## src/hw/rtl/ffsa_pkg.sv

```systemverilog
// Shared types and codes for the first-fit segment allocator.
// No dependencies; used by ffsa_ctrl and first_fit_segment_allocator.
`default_nettype none
package ffsa_pkg;

  localparam int MAX_SEGMENTS_DEF = 32;
  localparam int ADDR_BITS_DEF    = 16;
  localparam int POOL_RESET       = 65536;

  localparam int SIZE_W   = 17;  // request_size and pool_size
  localparam int OFFSET_W = 16;  // free_offset and segment_offset
  localparam int STATUS_W = 2;
  localparam int HEADROOM = 8;   // extra bits on stored sizes for merged sums

  localparam logic ACT_ALLOC = 1'b0;
  localparam logic ACT_FREE  = 1'b1;

  localparam logic [STATUS_W-1:0] ST_OK         = 2'd0;
  localparam logic [STATUS_W-1:0] ST_NO_SPACE   = 2'd1;
  localparam logic [STATUS_W-1:0] ST_TABLE_FULL = 2'd2;
  localparam logic [STATUS_W-1:0] ST_NOT_FOUND  = 2'd3;

  typedef struct packed {
    logic                ok;
    logic [OFFSET_W-1:0] offset;
    logic [STATUS_W-1:0] status;
  } rsp_t;

endpackage
`default_nettype wire

```

## src/hw/rtl/ffsa_table.sv

```systemverilog
// Segment table storage: one write port, one read port, registered read data.
// Standalone; instantiated by first_fit_segment_allocator.
`default_nettype none
module ffsa_table #(
  parameter int DEPTH = 32,
  parameter int WIDTH = 42
) (
  input  wire logic                     clk,
  input  wire logic                     rd_en,
  input  wire logic [$clog2(DEPTH)-1:0] rd_addr,
  output logic      [WIDTH-1:0]         rd_data,
  input  wire logic                     wr_en,
  input  wire logic [$clog2(DEPTH)-1:0] wr_addr,
  input  wire logic [WIDTH-1:0]         wr_data
);

  logic [WIDTH-1:0] mem [DEPTH];

  always_ff @(posedge clk) begin
    if (wr_en) begin
      mem[wr_addr] <= wr_data;
    end
  end

  always_ff @(posedge clk) begin
    if (rd_en) begin
      rd_data <= mem[rd_addr];
    end
  end

endmodule
`default_nettype wire

```

## src/hw/rtl/ffsa_ctrl.sv

```systemverilog
// Request sequencer: first-fit scan, split/carve, free lookup, merge and
// table shifting over the segment table. Depends on ffsa_pkg.
`default_nettype none
module ffsa_ctrl #(
  parameter int MAX_SEGMENTS = ffsa_pkg::MAX_SEGMENTS_DEF,
  parameter int ADDR_BITS    = ffsa_pkg::ADDR_BITS_DEF,
  localparam int IW  = $clog2(MAX_SEGMENTS),
  localparam int CW  = $clog2(MAX_SEGMENTS + 1),
  localparam int FW  = ADDR_BITS + 1,
  localparam int SW  = (FW > ffsa_pkg::SIZE_W) ? FW : ffsa_pkg::SIZE_W,
  localparam int SZW = SW + ffsa_pkg::HEADROOM,
  localparam int EW  = ADDR_BITS + SZW + 1
) (
  input  wire logic                            clk,
  input  wire logic                            rst,
  input  wire logic                            in_valid,
  output logic                                 in_ready,
  input  wire logic                            action,
  input  wire logic [ffsa_pkg::SIZE_W-1:0]     request_size,
  input  wire logic [ffsa_pkg::OFFSET_W-1:0]   free_offset,
  input  wire logic                            pool_size_we,
  input  wire logic [ffsa_pkg::SIZE_W-1:0]     pool_size,
  output logic                                 rsp_valid,
  input  wire logic                            rsp_ready,
  output ffsa_pkg::rsp_t                       rsp,
  output logic                                 rd_en,
  output logic [IW-1:0]                        rd_addr,
  input  wire logic [EW-1:0]                   rd_data,
  output logic                                 wr_en,
  output logic [IW-1:0]                        wr_addr,
  output logic [EW-1:0]                        wr_data
);

  localparam logic [3:0] S_IDLE   = 4'd0;
  localparam logic [3:0] S_SCAN   = 4'd1;
  localparam logic [3:0] S_OPEN   = 4'd2;
  localparam logic [3:0] S_SPLIT  = 4'd3;
  localparam logic [3:0] S_PREV   = 4'd4;
  localparam logic [3:0] S_NEXT   = 4'd5;
  localparam logic [3:0] S_MERGE  = 4'd6;
  localparam logic [3:0] S_CLOSE  = 4'd7;
  localparam logic [3:0] S_DONE   = 4'd8;

  localparam logic [FW-1:0] SPAN     = {1'b1, {ADDR_BITS{1'b0}}};
  localparam logic [FW-1:0] POOL_RST =
    (ADDR_BITS >= 16) ? FW'(ffsa_pkg::POOL_RESET) : SPAN;
  localparam logic [CW-1:0] MAX_CNT  = CW'(MAX_SEGMENTS);

  logic [3:0]           state, state_next;
  logic                 act, act_next;
  logic [SW-1:0]        req, req_next;
  logic [ADDR_BITS-1:0] want, want_next;
  logic [CW-1:0]        count, count_next;
  logic [FW-1:0]        frontier, frontier_next;
  logic [CW-1:0]        idx, idx_next;
  logic                 pvalid, pvalid_next;
  logic [IW-1:0]        pidx, pidx_next;
  logic [IW-1:0]        hit, hit_next;
  logic [ADDR_BITS-1:0] cur_off, cur_off_next;
  logic [SZW-1:0]       cur_sz, cur_sz_next;
  logic                 prev_free, prev_free_next;
  logic [SZW-1:0]       prev_sz, prev_sz_next;
  logic [IW-1:0]        rk, rk_next;
  logic [IW-1:0]        wk, wk_next;
  logic [CW-1:0]        left, left_next;
  logic                 pend, pend_next;
  logic                 wphase, wphase_next;
  logic [1:0]           shift_r, shift_r_next;
  ffsa_pkg::rsp_t       rsp_q, rsp_next;

  // fields of the entry coming out of the table
  logic [ADDR_BITS-1:0] d_off;
  logic [SZW-1:0]       d_sz;
  logic                 d_used;
  logic [SZW-1:0]       req_z;
  logic                 match;
  logic                 has_next;
  logic                 next_free;
  logic [IW-1:0]        merge_at;
  logic [1:0]           merge_r;
  logic [FW-1:0]        new_front;
  logic [SW-1:0]        pool_ext;

  assign d_off  = rd_data[ADDR_BITS-1:0];
  assign d_sz   = rd_data[ADDR_BITS +: SZW];
  assign d_used = rd_data[EW-1];
  assign req_z  = SZW'(req);
  assign match  = (act == ffsa_pkg::ACT_ALLOC) ? (!d_used && (req_z <= d_sz))
                                               : (d_off == want);
  assign has_next  = (CW'(hit) + CW'(1)) < count;
  assign next_free = has_next && !d_used;
  assign merge_at  = prev_free ? (hit - IW'(1)) : hit;
  assign merge_r   = {1'b0, prev_free} + {1'b0, next_free};
  assign new_front = frontier - FW'(req);
  assign pool_ext  = SW'(pool_size);

  assign in_ready  = (state == S_IDLE);
  assign rsp_valid = (state == S_DONE);
  assign rsp       = rsp_q;

  always_comb begin
    state_next     = state;
    act_next       = act;
    req_next       = req;
    want_next      = want;
    count_next     = count;
    frontier_next  = frontier;
    idx_next       = idx;
    pvalid_next    = 1'b0;
    pidx_next      = pidx;
    hit_next       = hit;
    cur_off_next   = cur_off;
    cur_sz_next    = cur_sz;
    prev_free_next = prev_free;
    prev_sz_next   = prev_sz;
    rk_next        = rk;
    wk_next        = wk;
    left_next      = left;
    pend_next      = 1'b0;
    wphase_next    = wphase;
    shift_r_next   = shift_r;
    rsp_next       = rsp_q;
    rd_en          = 1'b0;
    rd_addr        = '0;
    wr_en          = 1'b0;
    wr_addr        = '0;
    wr_data        = '0;

    case (state)
      S_IDLE: begin
        if (in_valid) begin
          act_next  = action;
          req_next  = SW'(request_size);
          want_next = ADDR_BITS'(free_offset);
          idx_next  = '0;
          if (action == ffsa_pkg::ACT_ALLOC && request_size == '0) begin
            rsp_next   = '{ok: 1'b0, offset: '0, status: ffsa_pkg::ST_NO_SPACE};
            state_next = S_DONE;
          end else begin
            state_next = S_SCAN;
          end
        end
      end

      S_SCAN: begin
        // one read issued per cycle, compare on the returning word
        if (idx < count) begin
          rd_en       = 1'b1;
          rd_addr     = idx[IW-1:0];
          idx_next    = idx + CW'(1);
          pvalid_next = 1'b1;
          pidx_next   = idx[IW-1:0];
        end
        if (pvalid && match) begin
          pvalid_next  = 1'b0;
          hit_next     = pidx;
          cur_off_next = d_off;
          cur_sz_next  = d_sz;
          if (act == ffsa_pkg::ACT_ALLOC) begin
            if (d_sz > req_z) begin
              if (count >= MAX_CNT) begin
                rsp_next   = '{ok: 1'b0, offset: '0,
                               status: ffsa_pkg::ST_TABLE_FULL};
                state_next = S_DONE;
              end else begin
                // open a slot at the hit: move entries hit..count-1 up by one
                rk_next    = IW'(count - CW'(1));
                left_next  = count - CW'(pidx);
                state_next = S_OPEN;
              end
            end else begin
              wr_en      = 1'b1;
              wr_addr    = pidx;
              wr_data    = {1'b1, d_sz, d_off};
              rsp_next   = '{ok: 1'b1, offset: ffsa_pkg::OFFSET_W'(d_off),
                             status: ffsa_pkg::ST_OK};
              state_next = S_DONE;
            end
          end else begin
            state_next = S_PREV;
          end
        end else if (!pvalid && !(idx < count)) begin
          if (act == ffsa_pkg::ACT_FREE) begin
            rsp_next = '{ok: 1'b0, offset: '0, status: ffsa_pkg::ST_NOT_FOUND};
          end else if (SW'(frontier) < req) begin
            rsp_next = '{ok: 1'b0, offset: '0, status: ffsa_pkg::ST_NO_SPACE};
          end else if (count >= MAX_CNT) begin
            rsp_next = '{ok: 1'b0, offset: '0, status: ffsa_pkg::ST_TABLE_FULL};
          end else begin
            // carve downward from the frontier into a new last entry
            frontier_next = new_front;
            wr_en         = 1'b1;
            wr_addr       = count[IW-1:0];
            wr_data       = {1'b1, req_z, ADDR_BITS'(new_front)};
            count_next    = count + CW'(1);
            rsp_next      = '{ok: 1'b1,
                              offset: ffsa_pkg::OFFSET_W'(ADDR_BITS'(new_front)),
                              status: ffsa_pkg::ST_OK};
          end
          state_next = S_DONE;
        end
      end

      S_OPEN: begin
        if (left != '0) begin
          rd_en     = 1'b1;
          rd_addr   = rk;
          rk_next   = rk - IW'(1);
          left_next = left - CW'(1);
          pend_next = 1'b1;
          wk_next   = rk + IW'(1);
        end
        if (pend) begin
          wr_en   = 1'b1;
          wr_addr = wk;
          wr_data = rd_data;
        end
        if (left == '0 && !pend) begin
          wphase_next = 1'b0;
          state_next  = S_SPLIT;
        end
      end

      S_SPLIT: begin
        wr_en       = 1'b1;
        wphase_next = 1'b1;
        if (!wphase) begin
          // free remainder sits above, so it takes the lower table slot
          wr_addr = hit;
          wr_data = {1'b0, cur_sz - req_z, cur_off + ADDR_BITS'(req)};
        end else begin
          wr_addr    = hit + IW'(1);
          wr_data    = {1'b1, req_z, cur_off};
          count_next = count + CW'(1);
          rsp_next   = '{ok: 1'b1, offset: ffsa_pkg::OFFSET_W'(cur_off),
                         status: ffsa_pkg::ST_OK};
          state_next = S_DONE;
        end
      end

      S_PREV: begin
        rd_en      = (hit != '0);
        rd_addr    = hit - IW'(1);
        state_next = S_NEXT;
      end

      S_NEXT: begin
        prev_free_next = (hit != '0) && !d_used;
        prev_sz_next   = d_sz;
        rd_en          = has_next;
        rd_addr        = hit + IW'(1);
        state_next     = S_MERGE;
      end

      S_MERGE: begin
        wr_en   = 1'b1;
        wr_addr = merge_at;
        wr_data = {1'b0,
                   cur_sz + (prev_free ? prev_sz : '0) + (next_free ? d_sz : '0),
                   next_free ? d_off : cur_off};
        count_next   = count - CW'(merge_r);
        left_next    = count - CW'(merge_r) - CW'(1) - CW'(merge_at);
        rk_next      = merge_at + IW'(merge_r) + IW'(1);
        shift_r_next = merge_r;
        rsp_next     = '{ok: 1'b1, offset: ffsa_pkg::OFFSET_W'(want),
                         status: ffsa_pkg::ST_OK};
        state_next   = (merge_r == 2'd0) ? S_DONE : S_CLOSE;
      end

      S_CLOSE: begin
        if (left != '0) begin
          rd_en     = 1'b1;
          rd_addr   = rk;
          rk_next   = rk + IW'(1);
          left_next = left - CW'(1);
          pend_next = 1'b1;
          wk_next   = rk - IW'(shift_r);
        end
        if (pend) begin
          wr_en   = 1'b1;
          wr_addr = wk;
          wr_data = rd_data;
        end
        if (left == '0 && !pend) begin
          state_next = S_DONE;
        end
      end

      S_DONE: begin
        if (rsp_ready) begin
          state_next = S_IDLE;
        end
      end

      default: begin
        state_next = S_IDLE;
      end
    endcase

    // pool writes must only arrive while idle; the block itself does not enforce it
    if (pool_size_we) begin
      frontier_next = (pool_ext > SW'(SPAN)) ? SPAN : FW'(pool_ext);
    end
  end

  always_ff @(posedge clk) begin
    if (rst) begin
      state    <= S_IDLE;
      count    <= '0;
      frontier <= POOL_RST;
      pvalid   <= 1'b0;
      pend     <= 1'b0;
    end else begin
      state    <= state_next;
      count    <= count_next;
      frontier <= frontier_next;
      pvalid   <= pvalid_next;
      pend     <= pend_next;
    end
  end

  always_ff @(posedge clk) begin
    act       <= act_next;
    req       <= req_next;
    want      <= want_next;
    idx       <= idx_next;
    pidx      <= pidx_next;
    hit       <= hit_next;
    cur_off   <= cur_off_next;
    cur_sz    <= cur_sz_next;
    prev_free <= prev_free_next;
    prev_sz   <= prev_sz_next;
    rk        <= rk_next;
    wk        <= wk_next;
    left      <= left_next;
    wphase    <= wphase_next;
    shift_r   <= shift_r_next;
    rsp_q     <= rsp_next;
  end

`ifndef SYNTHESIS
  a_count_bound: assert property (@(posedge clk) disable iff (rst)
    count <= MAX_CNT) else $error("segment count beyond table depth");

  a_write_in_table: assert property (@(posedge clk) disable iff (rst)
    wr_en |-> CW'(wr_addr) <= count) else $error("table write past live entries");

  a_no_accept_busy: assert property (@(posedge clk) disable iff (rst)
    rsp_valid |-> !in_ready) else $error("request taken while result pending");

  a_back_to_idle: assert property (@(posedge clk) disable iff (rst)
    rsp_valid && rsp_ready |=> in_ready) else $error("no return to idle");
`endif

endmodule
`default_nettype wire

```

## src/hw/rtl/first_fit_segment_allocator.sv

```systemverilog
// First-fit segment allocator top level: sequencer, segment table, result register.
// Depends on ffsa_pkg, ffsa_table and ffsa_ctrl.
//
// Usage:
//  - Request channel (in_valid/in_ready): action 0 allocates request_size bytes,
//    action 1 frees the segment starting at free_offset. One transaction is
//    worked on at a time; in_ready is high only while the sequencer is idle.
//  - Result channel (out_valid/out_ready): one result per request with ok,
//    segment_offset and status. A result register holds it, so the next
//    request is taken while the previous result still waits.
//  - pool_size_we/pool_size load the pool size (clamped to the address span)
//    and reset the frontier; write only while idle. The table is kept.
//  - Timing: the first-fit scan of N live entries makes one table read per
//    cycle. A split then opens a slot and writes both halves; a free reads
//    the neighbours, merges and closes the gap. The table (one read port,
//    one write port) sets the pace.
//  - Reset: table empty, frontier at the full pool. No clearing pass.
//  - A stalled receiver holds the result register; after one further result
//    is finished the sequencer waits and in_ready stays low.
`default_nettype none
module first_fit_segment_allocator #(
  parameter int MAX_SEGMENTS = ffsa_pkg::MAX_SEGMENTS_DEF,
  parameter int ADDR_BITS    = ffsa_pkg::ADDR_BITS_DEF
) (
  input  wire logic                           clk,
  input  wire logic                           rst,
  input  wire logic                           in_valid,
  output logic                                in_ready,
  input  wire logic                           action,
  input  wire logic [ffsa_pkg::SIZE_W-1:0]    request_size,
  input  wire logic [ffsa_pkg::OFFSET_W-1:0]  free_offset,
  output logic                                out_valid,
  input  wire logic                           out_ready,
  output logic                                ok,
  output logic [ffsa_pkg::OFFSET_W-1:0]       segment_offset,
  output logic [ffsa_pkg::STATUS_W-1:0]       status,
  input  wire logic                           pool_size_we,
  input  wire logic [ffsa_pkg::SIZE_W-1:0]    pool_size
);

  localparam int IW  = $clog2(MAX_SEGMENTS);
  localparam int FW  = ADDR_BITS + 1;
  localparam int SW  = (FW > ffsa_pkg::SIZE_W) ? FW : ffsa_pkg::SIZE_W;
  localparam int SZW = SW + ffsa_pkg::HEADROOM;
  localparam int EW  = ADDR_BITS + SZW + 1;  // {used, size, offset}

  logic           rsp_valid;
  logic           rsp_ready;
  ffsa_pkg::rsp_t rsp;
  logic           rd_en;
  logic [IW-1:0]  rd_addr;
  logic [EW-1:0]  rd_data;
  logic           wr_en;
  logic [IW-1:0]  wr_addr;
  logic [EW-1:0]  wr_data;

  ffsa_ctrl #(
    .MAX_SEGMENTS (MAX_SEGMENTS),
    .ADDR_BITS    (ADDR_BITS)
  ) u_ctrl (
    .clk          (clk),
    .rst          (rst),
    .in_valid     (in_valid),
    .in_ready     (in_ready),
    .action       (action),
    .request_size (request_size),
    .free_offset  (free_offset),
    .pool_size_we (pool_size_we),
    .pool_size    (pool_size),
    .rsp_valid    (rsp_valid),
    .rsp_ready    (rsp_ready),
    .rsp          (rsp),
    .rd_en        (rd_en),
    .rd_addr      (rd_addr),
    .rd_data      (rd_data),
    .wr_en        (wr_en),
    .wr_addr      (wr_addr),
    .wr_data      (wr_data)
  );

  ffsa_table #(
    .DEPTH (MAX_SEGMENTS),
    .WIDTH (EW)
  ) u_table (
    .clk     (clk),
    .rd_en   (rd_en),
    .rd_addr (rd_addr),
    .rd_data (rd_data),
    .wr_en   (wr_en),
    .wr_addr (wr_addr),
    .wr_data (wr_data)
  );

  // result register: free, or emptied this cycle
  assign rsp_ready = !out_valid || out_ready;

  always_ff @(posedge clk) begin
    if (rst) begin
      out_valid <= 1'b0;
    end else if (rsp_valid && rsp_ready) begin
      out_valid <= 1'b1;
    end else if (out_ready) begin
      out_valid <= 1'b0;
    end
  end

  always_ff @(posedge clk) begin
    if (rsp_valid && rsp_ready) begin
      ok             <= rsp.ok;
      segment_offset <= rsp.offset;
      status         <= rsp.status;
    end
  end

endmodule
`default_nettype wire

```

## config.mk

```make
export PLATFORM = sky130hd
export DESIGN_NAME = first_fit_segment_allocator
export DESIGN_NICKNAME = d
export VERILOG_FILES = /design/src/hw/rtl/ffsa_pkg.sv /design/src/hw/rtl/ffsa_table.sv /design/src/hw/rtl/ffsa_ctrl.sv /design/src/hw/rtl/first_fit_segment_allocator.sv
export SDC_FILE = /design/constraint.sdc
export NUM_CORES = 2
export LEC_CHECK = 0
export BUFFER_PORTS_ARGS = -buffer_cell sky130_fd_sc_hd__buf_2
export CAP_MARGIN = 20
export CORE_MARGIN = 4
export CORE_UTILIZATION = 63
export DETAILED_ROUTE_END_ITERATION = 8
export PLACE_DENSITY = 0.81
export SETUP_SLACK_MARGIN = 0.05
export SKIP_CTS_REPAIR_TIMING = 1
export SLEW_MARGIN = 0
export SYNTH_ARGS = -nofsm -noshare
export SYNTH_HDL_FRONTEND = slang
export SYNTH_SLANG_ARGS = --single-unit
```

## constraint.sdc

```tcl
create_clock -name clk -period 9.4 [get_ports clk]
set_input_delay 0 -clock clk [delete_from_list [all_inputs] [get_ports clk]]
set_output_delay 0 -clock clk [all_outputs]
set_load 0.01 [all_outputs]
```

==> Word-level counts from Yosys, hierarchy flattened <==
Memories as Yosys holds them, arrays and structs flattened. A register that Yosys moved wholly into a read port is not among the register bits.
Index checks and enable logic that the tools add are counted.
{ "classes": {"addsub": 22, "n_lt_le_gt_ge": 7, "eq_ne": 33, "n_mux": 104, "bitwise": 3, "reduce_logical": 46} }
{ "ops": {"columns": ["cell", "n"], "rows": [
  ["$mux W42", 9],
  ["$mux W19", 11],
  ["$pmux W42 S4", 1],
  ["$mux W17", 8],
  ["$mux W5", 19],
  ["$mux W6", 13],
  ["$pmux W19 S4", 1],
  ["$pmux W5 S4", 3],
  ["$add A25 B25 Y25", 2],
  ["$mux W25", 2],
  ["$mux W4", 12],
  ["$pmux W4 S9", 1],
  ["$pmux W6 S3", 2],
  ["$gt A25 B17 Y1", 1],
  ["$le A17 B25 Y1", 1],
  ["$sub A25 B17 Y25", 1],
  ["$ne A2 B1 Y1 const B", 12],
  ["$reduce_and A7 Y1", 3],
  ["$ne A2 B2 Y1 const B", 9],
  ["$reduce_and A6 Y1", 3],
  ["$gt A17 B17 Y1 const B", 1],
  ["$logic_not A17 Y1", 1],
  ["$lt A17 B17 Y1", 1],
  ["$sub A17 B17 Y17", 1],
  ["44 further kinds", 97]
]} }
{ "word_totals": {"register_bits": 204, "mem_bits_rw": 1344, "inputBits": 56, "out_inout_bits": 21, "n_memories": 1} }
{ "mem_list": {"columns": ["name", "depth", "word_bits", "rd", "rd_clocked_by_memory_dff", "write_ports", "line", "source"], "rows": [
  ["u_table.mem", 32, 42, 1, 1, 1, "ffsa_table.sv:17", "logic [WIDTH-1:0] mem [DEPTH];"]
]} }

==> Logic depth before layout (Yosys ltp) <==
{ "depth": {"ltp_word": 9, "mapped_depth": 25, "depth_no_buf": 23} }

==> By module <==
A second synthesis with hierarchy kept.
{ "unflattened": {"cells_unflattened": 4529, "hier_area_um2": 69237.7} }
{ "modules_own_cells": {"columns": ["module", "instances", "cells_per_inst", "area_each_um2", "seq_area_each_um2"], "rows": [
  ["ffsa_table", 1, 2953, 53620.2, 41619.9],
  ["ffsa_ctrl", 1, 1552, 14991.9, 5235.0],
  ["first_fit_segment_allocator", 1, 24, 625.6, 590.6]
]} }

==> Worst setup path before layout <==
Ideal clock, no wire load.
{ "synth_timing": {"path_kind": "reg-to-reg", "from": "register u_ctrl.hit[0]", "to": "memory u_table.mem[0][38], data pin", "setup_time_ps": 390, "arrival_time_ps": 6127, "required_ps": 9010, "path_slack_ps": 2883, "stages_incl_launch_ff": 25, "path_buffers": 3, "synth_period_minus_slack_ps": 6517, "path_cell_list": "edfxtp_1 clkbuf_1 inv_1 ha_1 ha_1 a21boi_0 o21a_1 o21ai_0 a21oi_1 nor3_1 clkbuf_1 buf_1 nand2_1 fa_1 inv_1 ha_1 a21oi_1 o211ai_1 a2111oi_0 nor2_1 a31oi_1 o21bai_1 a21oi_1 xor2_1 o221ai_1"} }
{ "synth_between": {"elab_chain_cells": 6} }
{ "synth_rtl": {"columns": ["item", "line", "source"], "rows": [
  ["from (decl)", "ffsa_ctrl.sv:58", "logic [IW-1:0] hit, hit_next;"],
  ["from (signal assigned)", "ffsa_ctrl.sv:328", "hit <= hit_next;"],
  ["$add A5 B1 Y6", "ffsa_ctrl.sv:90", "assign has_next = (CW'(hit) + CW'(1)) < count;"],
  ["$lt A6 B6 Y1", "ffsa_ctrl.sv:90", null],
  ["$logic_and A1 B1 Y1", "ffsa_ctrl.sv:91", "assign next_free = has_next && !d_used;"],
  ["$mux W25", "ffsa_ctrl.sv:259", "cur_sz + (prev_free ? prev_sz : '0) + (next_free ? d_sz : '0),"],
  ["$add A25 B25 Y25", "ffsa_ctrl.sv:259", null],
  ["$pmux W42 S4", "ffsa_ctrl.sv:129", "case (state)"],
  ["via u_ctrl.wr_data[38]", "ffsa_ctrl.sv:31", "output logic [EW-1:0] wr_data"],
  ["to (decl)", "ffsa_table.sv:17", null]
]} }
The timed path passes the listed nets, and every way through them passes these cells.

==> Worst setup path in the final report <==
{ "layout_timing": {"from": "register u_ctrl.hit[0]", "to": "memory u_table.mem[24][40], data pin"} }
The elaborated chain is that of the path after synthesis.

==> flow_summary_export.csv <==
group,metric,value,unit
cells_and_area,drive_above_1_share,17.5,%
min_path,whs_path_depth,6,
worst_setup_path,critPathKind,"register to register",
clock_tree,clk_pin_slew,0.07,ns
synth,syn_nets,4415,
drt,drt_iter0_drc,7742,
clock_tree,htree_levels,4,
cells_and_area,area_delta_synth_final,13.2,%
global_route,grt_max_degree,107,
worst_setup_path,crit_path_max_fanout,29,
sta,final.setup_skew,0.0473,ns
min_path,holdCritStartpoint,"in_valid",
place,gp_congestion,0.959,
global_route,grt_pass1_vias,41800,
drt,finalWirelength,202000,um
sta,max_freq,138,MHz
pwr,vdd.ir_drop.worst,0.195,mV
pwr,power_leakage,25.9,nW
place,port_buffers,76,
min_path,hp-class,"input pin to register",
floorplanning,start_util,63.6,%
global_route,grt_overflow,0,
sta,timing.hold.ws,-0.0498,ns
global_route,grt_pass1_wl,285000,um
synth,ys_types,97,
sta,setup_viol,0,
status,violations,"negative hold slack",
worst_setup_path,cp.required,9.92,ns
drt,routedWlPerCell,33.8,um
cells_and_area,fin_nets,4663,
sta,min_period,7.22,ns
pwr,p_total,0.0204,W
floorplanning,die_y,337,um
sta,worstMarginPinSlew,1.24,ns
clock_tree,insertion_delay,0.79,ns
min_path,holdPathEnd,"u_ctrl.state[2]",
sta,setup_slack,2.18,ns
clock_tree,cts_buffers,156,
status,status,"complete, but fails checks",
drt,drc,0,
synth,synthFlopType,"edfxtp_1",
floorplanning,ios,77,
synth,syn_inst,4199,
floorplanning,rows,120,
worst_setup_path,r2r_cells,23,
drt,vias_per_cell,7.26,
worst_setup_path,arrival,7.74,ns
sta,hold_violations,2,
drt,vias,43400,
worst_setup_path,r2r-start,"u_ctrl.hit[0]",
synth,synth-seq-cells,1590,
sta,slew_violations,0,
worst_setup_path,r2r_slack,2.18,ns
synth,async_flop_share,0,%
sta,period_share,76.8,%
place,dp_slack,2.16,ns
drt,drt_first_pass_iters,8,
synth,synthesis.area,68200,um^2
worst_setup_path,timing.rr.end,"u_table.mem[24][40]",
synth,yosysSeqAreaShare,69.6,%
worst_setup_path,start_kind,"register",
floorplanning,core,107000,um^2
synth,synth-edff-count,1560,
clock_tree,cts.sinks,1590,
sta,relSlewSlack,17.5,%
floorplanning,die_x,337,um
pwr,power_density,265,nW/um^2
clock_tree,cts_tree,"yes",
sta,rsz0062_at_grt,"false",
synth,avgSynthCellArea,16.2,um^2
place,dp.final_hpwl,111000,um
synth,yosys_warnings,0,
worst_setup_path,end_kind,"register",
drt,antenna_left,0,
sta,fin_setup_tns,0,ns
run,maxCapViolations,0,
clock_tree,cts_max_path_buffers,3,
global_route,grt_antenna_before_repair,7,
global_route,grt_use_total,35.0,%
floorplanning,die_area,114000,um^2
clock_tree,cts_root_buf,"clkbuf_16",
kinds of logic (layout without fill, tap and decap cells):
group | after synthesis | after routing | share of synthesized area, %
AOI/OAI and AO/OA | 835 | 835 | 8.84
xor gates and xnor gates | 128 | 128 | 1.65
adders and majority gates | 160 | 160 | 3.30
buffers and inverters | 381 | 752 | 2.41
DFF | 1590 | 1590 | 69.6
muxes | 255 | 255 | 8.29
other | 0 | 3 | 0
and+or+nand+nor | 850 | 850 | 5.93
critical path, stage by stage (launching register included):
cell,delay [ns]
edfxtp_1,0.57
inv_1,0.14
ha_1,0.43
ha_1,0.31
a21boi_0,0.13
o21a_1,0.19
o21ai_0,0.17
a21oi_1,0.17
nor3_2,0.12
buf_4,0.41
nand2_1,0.13
fa_1,0.53
inv_1,0.05
ha_1,0.30
a211oi_1,0.36
nor2_1,0.12
a2111oi_0,1.01
nor2_1,0.20
a31oi_1,0.42
o21ai_0,0.13
nand3_1,0.16
mux2i_1,0.30
o221ai_2,0.32
buf_6,0.27
state kept, by name (all words and copies together), names as in the netlist, 2 cells and up:
signal / count
u_ctrl.cur_off: 16
u_ctrl.shift_r: 2
u_ctrl.idx: 6
u_ctrl.want: 16
status: 2
u_ctrl.prev_sz: 25
u_ctrl.rsp: 19
u_ctrl.wk: 5
u_ctrl.req: 17
u_ctrl.pidx: 5
u_ctrl.rk: 5
u_ctrl.state: 4
u_table.mem: 1344
u_ctrl.left: 6
u_ctrl.cur_sz: 25
u_ctrl.frontier: 17
segment_offset: 16
u_ctrl.count: 6
u_ctrl.hit: 5
u_table.rd_data: 42
layer usage:
layer	global-route usage [%]	up-vias	share of wire (%)
li1	-	17300	-
met3	8.05	748	14
met2	54.3	3980	46
met1	48.1	21400	34
met4	16.0	6	5.9
met5	0	-	0.016
worst max path at each step:
stage                             start             endpoint  slack, ns  cells past startpoint
after floorplan           u_ctrl.hit[0]   u_table.mem[0][38]       2.88                     24
after global placement    u_ctrl.hit[0]   u_table.mem[3][40]       2.19                     22
after detailed placement  u_ctrl.hit[0]   u_table.mem[3][40]       2.16                     22
after CTS                 u_ctrl.hit[0]   u_table.mem[1][38]       2.09                     22
after global routing      u_ctrl.hit[0]  u_table.mem[24][40]       1.90                     23
final                     u_ctrl.hit[0]  u_table.mem[24][40]       2.18                     23
placed cells by master, fill, tap and decap left out, types with 12 or more instances in the layout:
| cell | n |
|---|---|
| nor3_1 | 37 |
| edfxtp_1 | 1560 |
| a21oi_1 | 105 |
| buf_2 | 76 |
| xnor2_1 | 73 |
| fa_1 | 33 |
| a222oi_1 | 19 |
| a21o_1 | 68 |
| o21ai_1 | 23 |
| inv_1 | 160 |
| nor2_1 | 107 |
| and3_1 | 95 |
| o211ai_1 | 14 |
| o21ai_2 | 16 |
| a211oi_1 | 106 |
| clkinv_2 | 28 |
| nand3_1 | 101 |
| nor2b_1 | 12 |
| o22ai_1 | 16 |
| mux4_2 | 248 |
| buf_4 | 94 |
| ha_1 | 127 |
| a22oi_1 | 163 |
| o21ai_0 | 94 |
| nor4_1 | 14 |
| clkbuf_1 | 30 |
| clkinv_1 | 27 |
| clkbuf_16 | 157 |
| a221o_1 | 13 |
| bufinv_16 | 13 |
| a311oi_2 | 13 |
| or3_1 | 13 |
| a31oi_1 | 17 |
| nand2_1 | 345 |
| a311oi_1 | 70 |
| nor2_4 | 37 |
| dlygate4sd3_1 | 106 |
| dfxtp_1 | 30 |
| xor2_1 | 54 |
| nand2b_1 | 14 |
cells in the mapped netlist, types with 11 or more instances:
library cell  instances  area [um^2]
a211oi_1            106          796
a21o_1               68          510
a21oi_1             106          531
a221o_1              13          130
a222oi_1             19          190
a22oi_1             163         1220
a311oi_1             70          613
a311oi_2             13          195
a31oi_1              17          106
and3_1               95          594
buf_2                79          395
buf_4                19          143
clkbuf_1            107          402
dfxtp_1              30          601
edfxtp_1           1560        46800
fa_1                 33          661
ha_1                127         1590
inv_1               160          601
mux4_2              248         5590
nand2_1             347         1300
nand2b_1             15         93.8
nand3_1             101          505
nand4_1              11         68.8
nor2_1              143          537
nor2b_1              12         75.1
nor3_1               38          190
nor4_1               14         87.6
o211ai_1             14          105
o21ai_0             111          556
o21ai_1              22          110
o221ai_1             11         96.3
o22ai_1              16          100
or3_1                13         81.3
xnor2_1              73          639
xor2_1               54          473
power breakdown:
group          internal [W]  switching (W)  total, W
logic               0.00188        0.00345   0.00533
clock network       0.00345        0.00274   0.00618
registers           0.00848       0.000427   0.00891
total                0.0138        0.00661    0.0204
final cells by class:
class                      count  area [um^2]
fill                        6169        30000
sequential                  1590        47400
timing repair buffer         307         2780
inverter                     164          617
clock buffer                 188         4040
antenna                        3         7.51
tap                         1403         1760
clock inverter                93          921
multi-input combinational   2228        19600
per-stage QoR:
step                hold slack, ns  std cells  utilization [%]  instance area [um^2]
floorplan                   0.0989       4199                -                 68200
global placement             0.179       5558             65.8                 70600
global route              -0.00343       5975             72.0                 77200
CTS                         -0.637       5843             70.5                 75600
finish                     -0.0498       5976             72.0                 77200
detailed placement           0.178       5562             65.9                 70700
No activity file was read; power rests on OpenSTA's default activity.
